## src/rtl/fu8h_pkg.sv

```systemverilog
// Shared types, constants and helper functions for the folded UTF-8 FNV-1a hash block.
package fu8h_pkg;

    localparam logic [31:0] FNV_BASIS   = 32'h811c_9dc5;
    localparam logic [31:0] FNV_PRIME   = 32'h0100_0193;
    localparam logic [20:0] REPLACEMENT = 21'h00_fffd;
    localparam logic [20:0] MAX_CP      = 21'h10_ffff;
    localparam logic [20:0] SURR_LO     = 21'h00_d800;
    localparam logic [20:0] SURR_HI     = 21'h00_dfff;
    localparam logic [20:0] MIN_CP_2    = 21'h00_0080;
    localparam logic [20:0] MIN_CP_3    = 21'h00_0800;
    localparam logic [20:0] MIN_CP_4    = 21'h01_0000;

    // Sequencer states.
    typedef enum logic [1:0] {
        ST_IDLE,
        ST_DECODE,
        ST_ENC,
        ST_EMIT
    } state_t;

    // Smart quotes and dashes fold to ASCII, and capitals fold to lower case.
    function automatic logic [20:0] fold_cp(input logic [20:0] cp);
        logic [20:0] res;
        res = cp;
        if (cp == 21'h2018 || cp == 21'h2019) begin
            res = 21'h27;
        end else if (cp == 21'h201c || cp == 21'h201d) begin
            res = 21'h22;
        end else if (cp == 21'h2013 || cp == 21'h2014) begin
            res = 21'h2d;
        end else if (cp >= 21'h41 && cp <= 21'h5a) begin
            res = cp + 21'd32;
        end
        return res;
    endfunction

    // Index of the last UTF-8 byte that encodes the code point (length minus one).
    function automatic logic [1:0] enc_last(input logic [20:0] cp);
        logic [1:0] res;
        if (cp < MIN_CP_2) begin
            res = 2'd0;
        end else if (cp < MIN_CP_3) begin
            res = 2'd1;
        end else if (cp < MIN_CP_4) begin
            res = 2'd2;
        end else begin
            res = 2'd3;
        end
        return res;
    endfunction

    // One byte of the UTF-8 encoding of the code point, chosen by its index.
    function automatic logic [7:0] enc_byte(input logic [20:0] cp, input logic [1:0] idx);
        logic [7:0] res;
        res = 8'h00;
        unique case (enc_last(cp))
            2'd0: res = {1'b0, cp[6:0]};
            2'd1: begin
                case (idx)
                    2'd0:    res = {3'b110, cp[10:6]};
                    default: res = {2'b10, cp[5:0]};
                endcase
            end
            2'd2: begin
                case (idx)
                    2'd0:    res = {4'b1110, cp[15:12]};
                    2'd1:    res = {2'b10, cp[11:6]};
                    default: res = {2'b10, cp[5:0]};
                endcase
            end
            default: begin
                case (idx)
                    2'd0:    res = {5'b11110, cp[20:18]};
                    2'd1:    res = {2'b10, cp[17:12]};
                    2'd2:    res = {2'b10, cp[11:6]};
                    default: res = {2'b10, cp[5:0]};
                endcase
            end
        endcase
        return res;
    endfunction

    // One FNV-1a round: xor in the byte, then multiply by the prime modulo 2^32.
    function automatic logic [31:0] fnv_step(input logic [31:0] h, input logic [7:0] b);
        logic [31:0] x;
        x = h ^ {24'd0, b};
        return x * FNV_PRIME;
    endfunction

endpackage

```

## src/rtl/folded_utf8_fnv1a_hash.sv

```systemverilog
// Folded UTF-8 FNV-1a-32 name hash: decoder, folding, re-encoder and shared hash round.
//
//  channel | direction | tdata fields (low bit up) | meaning
//  s_      | in        | name_byte[7:0]            | next byte of the name, zero ends it
//  m_      | out       | hash_out[31:0]            | hash of the whole name
//
// A byte is taken in the idle state and decoded in the following cycle. Every UTF-8 byte
// that is then hashed goes through the single FNV round unit, and each replacement
// flushed by a broken sequence is hashed there too, after which the breaking byte is
// decoded again.
// A terminator waits in the emit state while the output register is still full.
// Reset (aresetn low, synchronous) restarts the hash at the offset basis and
// closes any open sequence. s_tready is high only in the idle state.
module folded_utf8_fnv1a_hash (
    input  logic        aclk,
    input  logic        aresetn,
    input  logic        s_tvalid,
    output logic        s_tready,
    input  logic [7:0]  s_tdata,   // [7:0] name_byte
    output logic        m_tvalid,
    input  logic        m_tready,
    output logic [31:0] m_tdata    // [31:0] hash_out
);

    fu8h_pkg::state_t state_reg, state_next;

    logic [31:0] hash_reg, hash_next;
    logic [1:0]  pend_reg, pend_next;
    logic [1:0]  taken_reg, taken_next;
    logic [20:0] part_reg, part_next;
    logic [20:0] cp_reg, cp_next;
    logic [1:0]  idx_reg, idx_next;
    logic [1:0]  flush_reg, flush_next;
    logic [7:0]  byte_reg;
    logic        m_tvalid_reg, m_tvalid_next;
    logic [31:0] m_tdata_reg;

    logic        in_fire;
    logic        out_free;
    logic        is_cont;
    logic [20:0] cont_part;
    logic [1:0]  cont_taken;
    logic        cont_done;
    logic [20:0] min_cp;
    logic        cp_bad;
    logic [1:0]  last_idx;
    logic        enc_done;

    assign in_fire  = s_tvalid && s_tready;
    assign out_free = !m_tvalid_reg || m_tready;

    // Continuation byte gathering and the validity check of a finished sequence.
    always_comb begin
        is_cont    = (byte_reg[7:6] == 2'b10);
        cont_part  = {part_reg[14:0], byte_reg[5:0]};
        cont_taken = taken_reg + 2'd1;
        cont_done  = (cont_taken >= pend_reg);
        case (pend_reg)
            2'd1:    min_cp = fu8h_pkg::MIN_CP_2;
            2'd2:    min_cp = fu8h_pkg::MIN_CP_3;
            default: min_cp = fu8h_pkg::MIN_CP_4;
        endcase
        cp_bad = (cont_part < min_cp)
            || (cont_part >= fu8h_pkg::SURR_LO && cont_part <= fu8h_pkg::SURR_HI)
            || (cont_part > fu8h_pkg::MAX_CP);
        last_idx = fu8h_pkg::enc_last(cp_reg);
        enc_done = (idx_reg == last_idx);
    end

    // Next state.
    always_comb begin
        state_next = state_reg;
        unique case (state_reg)
            fu8h_pkg::ST_IDLE: begin
                if (in_fire) begin
                    state_next = fu8h_pkg::ST_DECODE;
                end
            end
            fu8h_pkg::ST_DECODE: begin
                if (pend_reg != 2'd0) begin
                    if (!is_cont || cont_done) begin
                        state_next = fu8h_pkg::ST_ENC;
                    end else begin
                        state_next = fu8h_pkg::ST_IDLE;
                    end
                end else if (byte_reg == 8'h00) begin
                    state_next = fu8h_pkg::ST_EMIT;
                end else if (byte_reg[7] == 1'b0 || byte_reg[7:6] == 2'b10
                             || byte_reg[7:3] == 5'b11111) begin
                    state_next = fu8h_pkg::ST_ENC;
                end else begin
                    state_next = fu8h_pkg::ST_IDLE;
                end
            end
            fu8h_pkg::ST_ENC: begin
                if (enc_done) begin
                    if (flush_reg == 2'd1) begin
                        state_next = fu8h_pkg::ST_DECODE;
                    end else if (flush_reg == 2'd0) begin
                        state_next = fu8h_pkg::ST_IDLE;
                    end
                end
            end
            fu8h_pkg::ST_EMIT: begin
                if (out_free) begin
                    state_next = fu8h_pkg::ST_IDLE;
                end
            end
            default: state_next = fu8h_pkg::ST_IDLE;
        endcase
    end

    // Outputs of the sequencer.
    always_comb begin
        s_tready = (state_reg == fu8h_pkg::ST_IDLE);
    end

    // Datapath next values.
    always_comb begin
        hash_next     = hash_reg;
        pend_next     = pend_reg;
        taken_next    = taken_reg;
        part_next     = part_reg;
        cp_next       = cp_reg;
        idx_next      = idx_reg;
        flush_next    = flush_reg;
        m_tvalid_next = m_tvalid_reg && !m_tready;
        unique case (state_reg)
            fu8h_pkg::ST_DECODE: begin
                if (pend_reg != 2'd0) begin
                    if (is_cont) begin
                        part_next  = cont_part;
                        taken_next = cont_taken;
                        if (cont_done) begin
                            cp_next    = cp_bad ? fu8h_pkg::REPLACEMENT
                                                : fu8h_pkg::fold_cp(cont_part);
                            pend_next  = 2'd0;
                            taken_next = 2'd0;
                            part_next  = '0;
                        end
                    end else begin
                        // Broken sequence: flush a replacement for the lead and for
                        // each continuation taken, then decode this byte again.
                        flush_next = taken_reg + 2'd1;
                        cp_next    = fu8h_pkg::REPLACEMENT;
                        pend_next  = 2'd0;
                        taken_next = 2'd0;
                        part_next  = '0;
                    end
                end else if (byte_reg[7] == 1'b0) begin
                    cp_next = fu8h_pkg::fold_cp({13'd0, byte_reg});
                end else if (byte_reg[7:5] == 3'b110) begin
                    pend_next  = 2'd1;
                    taken_next = 2'd0;
                    part_next  = {16'd0, byte_reg[4:0]};
                end else if (byte_reg[7:4] == 4'b1110) begin
                    pend_next  = 2'd2;
                    taken_next = 2'd0;
                    part_next  = {17'd0, byte_reg[3:0]};
                end else if (byte_reg[7:3] == 5'b11110) begin
                    pend_next  = 2'd3;
                    taken_next = 2'd0;
                    part_next  = {18'd0, byte_reg[2:0]};
                end else begin
                    cp_next = fu8h_pkg::REPLACEMENT;
                end
            end
            fu8h_pkg::ST_ENC: begin
                hash_next = fu8h_pkg::fnv_step(hash_reg, fu8h_pkg::enc_byte(cp_reg, idx_reg));
                if (enc_done) begin
                    idx_next = 2'd0;
                    if (flush_reg != 2'd0) begin
                        flush_next = flush_reg - 2'd1;
                    end
                end else begin
                    idx_next = idx_reg + 2'd1;
                end
            end
            fu8h_pkg::ST_EMIT: begin
                if (out_free) begin
                    m_tvalid_next = 1'b1;
                    hash_next     = fu8h_pkg::FNV_BASIS;
                end
            end
            default: begin
            end
        endcase
    end

    // Control and state registers.
    always_ff @(posedge aclk) begin
        if (!aresetn) begin
            state_reg    <= fu8h_pkg::ST_IDLE;
            hash_reg     <= fu8h_pkg::FNV_BASIS;
            pend_reg     <= 2'd0;
            taken_reg    <= 2'd0;
            part_reg     <= '0;
            idx_reg      <= 2'd0;
            flush_reg    <= 2'd0;
            m_tvalid_reg <= 1'b0;
        end else begin
            state_reg    <= state_next;
            hash_reg     <= hash_next;
            pend_reg     <= pend_next;
            taken_reg    <= taken_next;
            part_reg     <= part_next;
            idx_reg      <= idx_next;
            flush_reg    <= flush_next;
            m_tvalid_reg <= m_tvalid_next;
        end
    end

    // Payload registers.
    always_ff @(posedge aclk) begin
        cp_reg <= cp_next;
        if (in_fire) begin
            byte_reg <= s_tdata;
        end
        if (state_reg == fu8h_pkg::ST_EMIT && out_free) begin
            m_tdata_reg <= hash_reg;
        end
    end

    assign m_tvalid = m_tvalid_reg;
    assign m_tdata  = m_tdata_reg;

`ifndef SYNTHESIS
    // An accepted byte is always decoded in the following cycle.
    a_fire_decode: assert property (@(posedge aclk) disable iff (!aresetn)
        in_fire |=> state_reg == fu8h_pkg::ST_DECODE)
        else $error("accepted byte was not decoded next");

    // The encoder byte index never runs past the code point's length.
    a_idx_range: assert property (@(posedge aclk) disable iff (!aresetn)
        state_reg == fu8h_pkg::ST_ENC |-> idx_reg <= last_idx)
        else $error("encoder index beyond code point length");

    // A flush only runs once the broken sequence has been closed.
    a_flush_closed: assert property (@(posedge aclk) disable iff (!aresetn)
        flush_reg != 2'd0 |-> pend_reg == 2'd0 && state_reg != fu8h_pkg::ST_IDLE)
        else $error("flush pending with an open sequence or while idle");

    // Emitting a result presents it and restarts the hash at the basis.
    a_emit_restart: assert property (@(posedge aclk) disable iff (!aresetn)
        state_reg == fu8h_pkg::ST_EMIT && out_free
        |=> m_tvalid && hash_reg == fu8h_pkg::FNV_BASIS)
        else $error("result not presented or hash not restarted");
`endif

endmodule
```

## config.mk

```make
export PLATFORM = sky130hd
export DESIGN_NAME = folded_utf8_fnv1a_hash
export DESIGN_NICKNAME = d
export VERILOG_FILES = /design/src/rtl/fu8h_pkg.sv /design/src/rtl/folded_utf8_fnv1a_hash.sv
export SDC_FILE = /design/constraint.sdc
export NUM_CORES = 1
export LEC_CHECK = 0
export ABC_AREA = 1
export BUFFER_PORTS_ARGS = -buffer_cell sky130_fd_sc_hd__buf_2
export CAP_MARGIN = 20
export CORE_MARGIN = 1.5
export CORE_UTILIZATION = 58
export DETAILED_ROUTE_END_ITERATION = 16
export GPL_ROUTABILITY_DRIVEN = 0
export GPL_TIMING_DRIVEN = 0
export PLACE_DENSITY_LB_ADDON = 0.3
export SLEW_MARGIN = 0
export SYNTH_ARGS = -nofsm -noshare
export SYNTH_HDL_FRONTEND = slang
export SYNTH_SLANG_ARGS = --single-unit
```

## constraint.sdc

```tcl
create_clock -name aclk -period 7.35 [get_ports aclk]
set_clock_uncertainty 0.15 [all_clocks]
set_input_delay 0.735 -clock aclk [delete_from_list [all_inputs] [get_ports aclk]]
set_output_delay 0.735 -clock aclk [all_outputs]
set_load 0.05 [all_outputs]
```

==> impl_metrics.yaml <==
floorplan:
  core_area_sq_um: 20400
  die_area_sq_um: 21900
  die_y_microns: 148
  num_io_pins: 46
  die_x_microns: 148
  initial_core_util_pct: 59.7
  fp-row-count: 52
cts:
  ctsHtreeMaxLevel: 4
  cts_inserted_buffers: 17
  root_buffer: "clkbuf_16"
  clk_latency_ns: 0.44
  cts.reportedPaths.clkPinSlew_ns: 0.07
  clock-sinks: 119
  tritoncts: "built"
  holdBufCountCts: 0
  clk_path_buf_depth: 2
hold_path:
  worstHoldStart: "s_tdata[0]"
  whs_path_depth: 1
  whs_endpoint: "byte_reg[0]"
  hold_path.class: "in2reg"
place:
  portBuffers: 44
  dp_cells: 1878
  placed_cell_area_sq_um: 12800
  dp_hpwl_microns: 24400
synthesis:
  synth-async-reset-ratio_pct: 0
  synth_cell_types: 48
  seq_area_frac_synth_pct: 24.5
  synthDominantCellAreaShare_pct: 21.1
  synth-edff-count: 61
  synthFlopType: "edfxtp_1"
  synth-seq-cells: 119
  syn-num-nets: 1851
  yosysTopAreaCell: "ha_1"
  avgSynthCellArea_sq_um: 7.82
  syn_inst: 1561
  synth_area_leaders: "ha_1, edfxtp_1, fa_1"
  ys_warn_count: 0
  syn_area_sq_um: 12200
setup_path:
  reg2regPathDepth: 26
  setup.worst_path.class: "reg2reg"
  start_kind: "flop"
  timing.rr.start: "idx_reg[1]"
  cp_common_cell: "ha_1"
  cp_slowest_stage_delay_ns: 0.53
  r2r_end: "hash_reg[14]"
  r2r_slack_ns: 0.26
  arrival_ns: 7.22
  critPathSlowestCell: "fa_1"
  path_max_fanout: 8
  required_ns: 7.48
  critPathCaptureType: "flop"
final_layout:
  n_fill_cell: 1722
  fin_area_sq_um: 13400
  drive_above_1_share_pct: 6.89
  layoutNonFillerInstCount: 1910
  nNetsFinal: 1917
  area_delta_synth_final_pct: 10.2
  num_antenna_cells: 0
routing:
  wire_per_inst_microns: 16.1
  vias: 10601
  drt_iter0_drc: 918
  avgViaCountPerCell: 5.55
  ant_nets: 0
  wirelength_microns: 30700
  firstDrtPassIters: 6
  drc_errors: 0
timing:
  setup_viol: 0
  grt_setup_unrepaired: "false"
  final-max-slew-violation-count: 0
  worst_slew_pin_slew_ns: 0.777
  hold_viol: 0
  post-route-period-util_pct: 96.5
  slew_headroom_pct: 48.2
  fin_crit_ns: 7.09
  tns_ns: 0
  whs_ns: 0.319
  max_freq_ghz: 0.141
grt:
  antenna_found_initial: 0
  grt_pass1_vias: 10402
  grt_use_total_pct: 29.4
  grt-ovfl-total: 0
  grt_max_degree: 21
  grt_pass1_wl_microns: 50500
flow_run:
  max_cap_viol_count: 0
run_status:
  status: "completed"
## repair_timing
action                                  in CTS  in global routing
endpoints found under the setup margin       0                 18
resized for setup                            0                  4
setup buffers                                0                  0
## worst max-delay path by stage
stage | start | to | slack [ns] | cells past startpoint
finish | idx_reg[1] | hash_reg[14] | 0.26 | 26
global route | idx_reg[1] | hash_reg[31] | 0.002 | 32
CTS | idx_reg[0] | hash_reg[31] | 0.14 | 30
detailed placement | idx_reg[0] | hash_reg[31] | 0.20 | 30
global placement | cp_reg[12] | hash_reg[31] | 0.25 | 29
floorplan | idx_reg[1] | hash_reg[14] | 1.52 | 26
## cell type report
cell class,count,area (sq um),share of cell area (%)
repair buffers,47,267,1.98
plain buffers,21,100,0.745
inverters,373,1400,10.4
clock buffers,19,475,3.54
clock inverters,13,114,0.847
multi-input cells,1048,7750,57.7
well taps,270,338,2.51
flip-flops and latches,119,2990,22.3
## cells in the mapped netlist, types with 6 or more instances
| master | count |
|---|---|
| nand3b_1 | 7 |
| o21ai_0 | 56 |
| o31ai_1 | 6 |
| fa_1 | 72 |
| nor2_1 | 116 |
| nand2_1 | 276 |
| xor2_1 | 10 |
| clkbuf_1 | 11 |
| buf_2 | 7 |
| nor3_1 | 20 |
| a21oi_1 | 83 |
| ha_1 | 206 |
| o211ai_1 | 8 |
| inv_1 | 369 |
| dfxtp_1 | 58 |
| edfxtp_1 | 61 |
| nand3_1 | 86 |
| xnor2_1 | 7 |
| nand4_1 | 21 |
| a211oi_1 | 19 |
| nor4_1 | 6 |
## cells by family after synthesis
kind of cell	count (synthesis)	synth area share, %
adders and majority gates	278	32.9
AOI/OAI and AO/OA	207	9.98
xor gates and xnor gates	17	1.22
and+or+nand+nor	546	19.0
DFF	119	24.5
buffers and inverters	394	12.3
## placed cells by master, fill, tap and decap left out, types with 3 or more instances in the layout
| cell type | instances |
|---|---|
| nand4_1 | 21 |
| dfxtp_1 | 58 |
| nand2_2 | 3 |
| edfxtp_1 | 61 |
| o31ai_1 | 6 |
| o221ai_1 | 3 |
| clkbuf_1 | 11 |
| nand2_1 | 276 |
| o22ai_1 | 3 |
| a21oi_1 | 83 |
| clkbuf_16 | 19 |
| nor4_1 | 6 |
| inv_2 | 3 |
| a21o_1 | 5 |
| inv_1 | 369 |
| nor2_2 | 3 |
| o21ai_0 | 56 |
| nor3_1 | 19 |
| o211ai_1 | 8 |
| xor2_1 | 9 |
| o21bai_1 | 5 |
| nor2_1 | 115 |
| or2_2 | 3 |
| nand3b_1 | 7 |
| fa_1 | 72 |
| ha_1 | 206 |
| a31oi_1 | 3 |
| xnor2_1 | 5 |
| nand3_1 | 86 |
| nor3_2 | 3 |
| buf_2 | 51 |
| a21boi_0 | 5 |
| a211oi_1 | 19 |
| inv_6 | 8 |
## through the flow
step | setup WS (ns) | utilization (%)
6_report | 0.258 | 65.8
5_1_grt | 0.00206 | 65.8
4_1_cts | 0.137 | 65.6
3_5_place_dp | 0.201 | 62.7
3_3_place_gp | 0.248 | 62.5
2_1_floorplan | 1.52 | -
## metal layers
layer	GRT usage (%)	wire (microns)	share of wire, %
met1	37.6	13200	43
met2	50.0	14500	47
met3	4.29	1990	6.5
met4	11.8	1070	3.5
met5	0	0	0
## critical path: cells and delay by family, from the launching register on
family	cells	cell delay, ns
buf+inv	4	0.43
fa+ha+maj	9	2.96
flops	1	0.40
compound gates	6	1.40
simple gates	5	1.00
xor+xnor	2	0.58
Power is not shown: default switching activity piles up to over one toggle a cycle in this logic, so the estimate is an artifact.
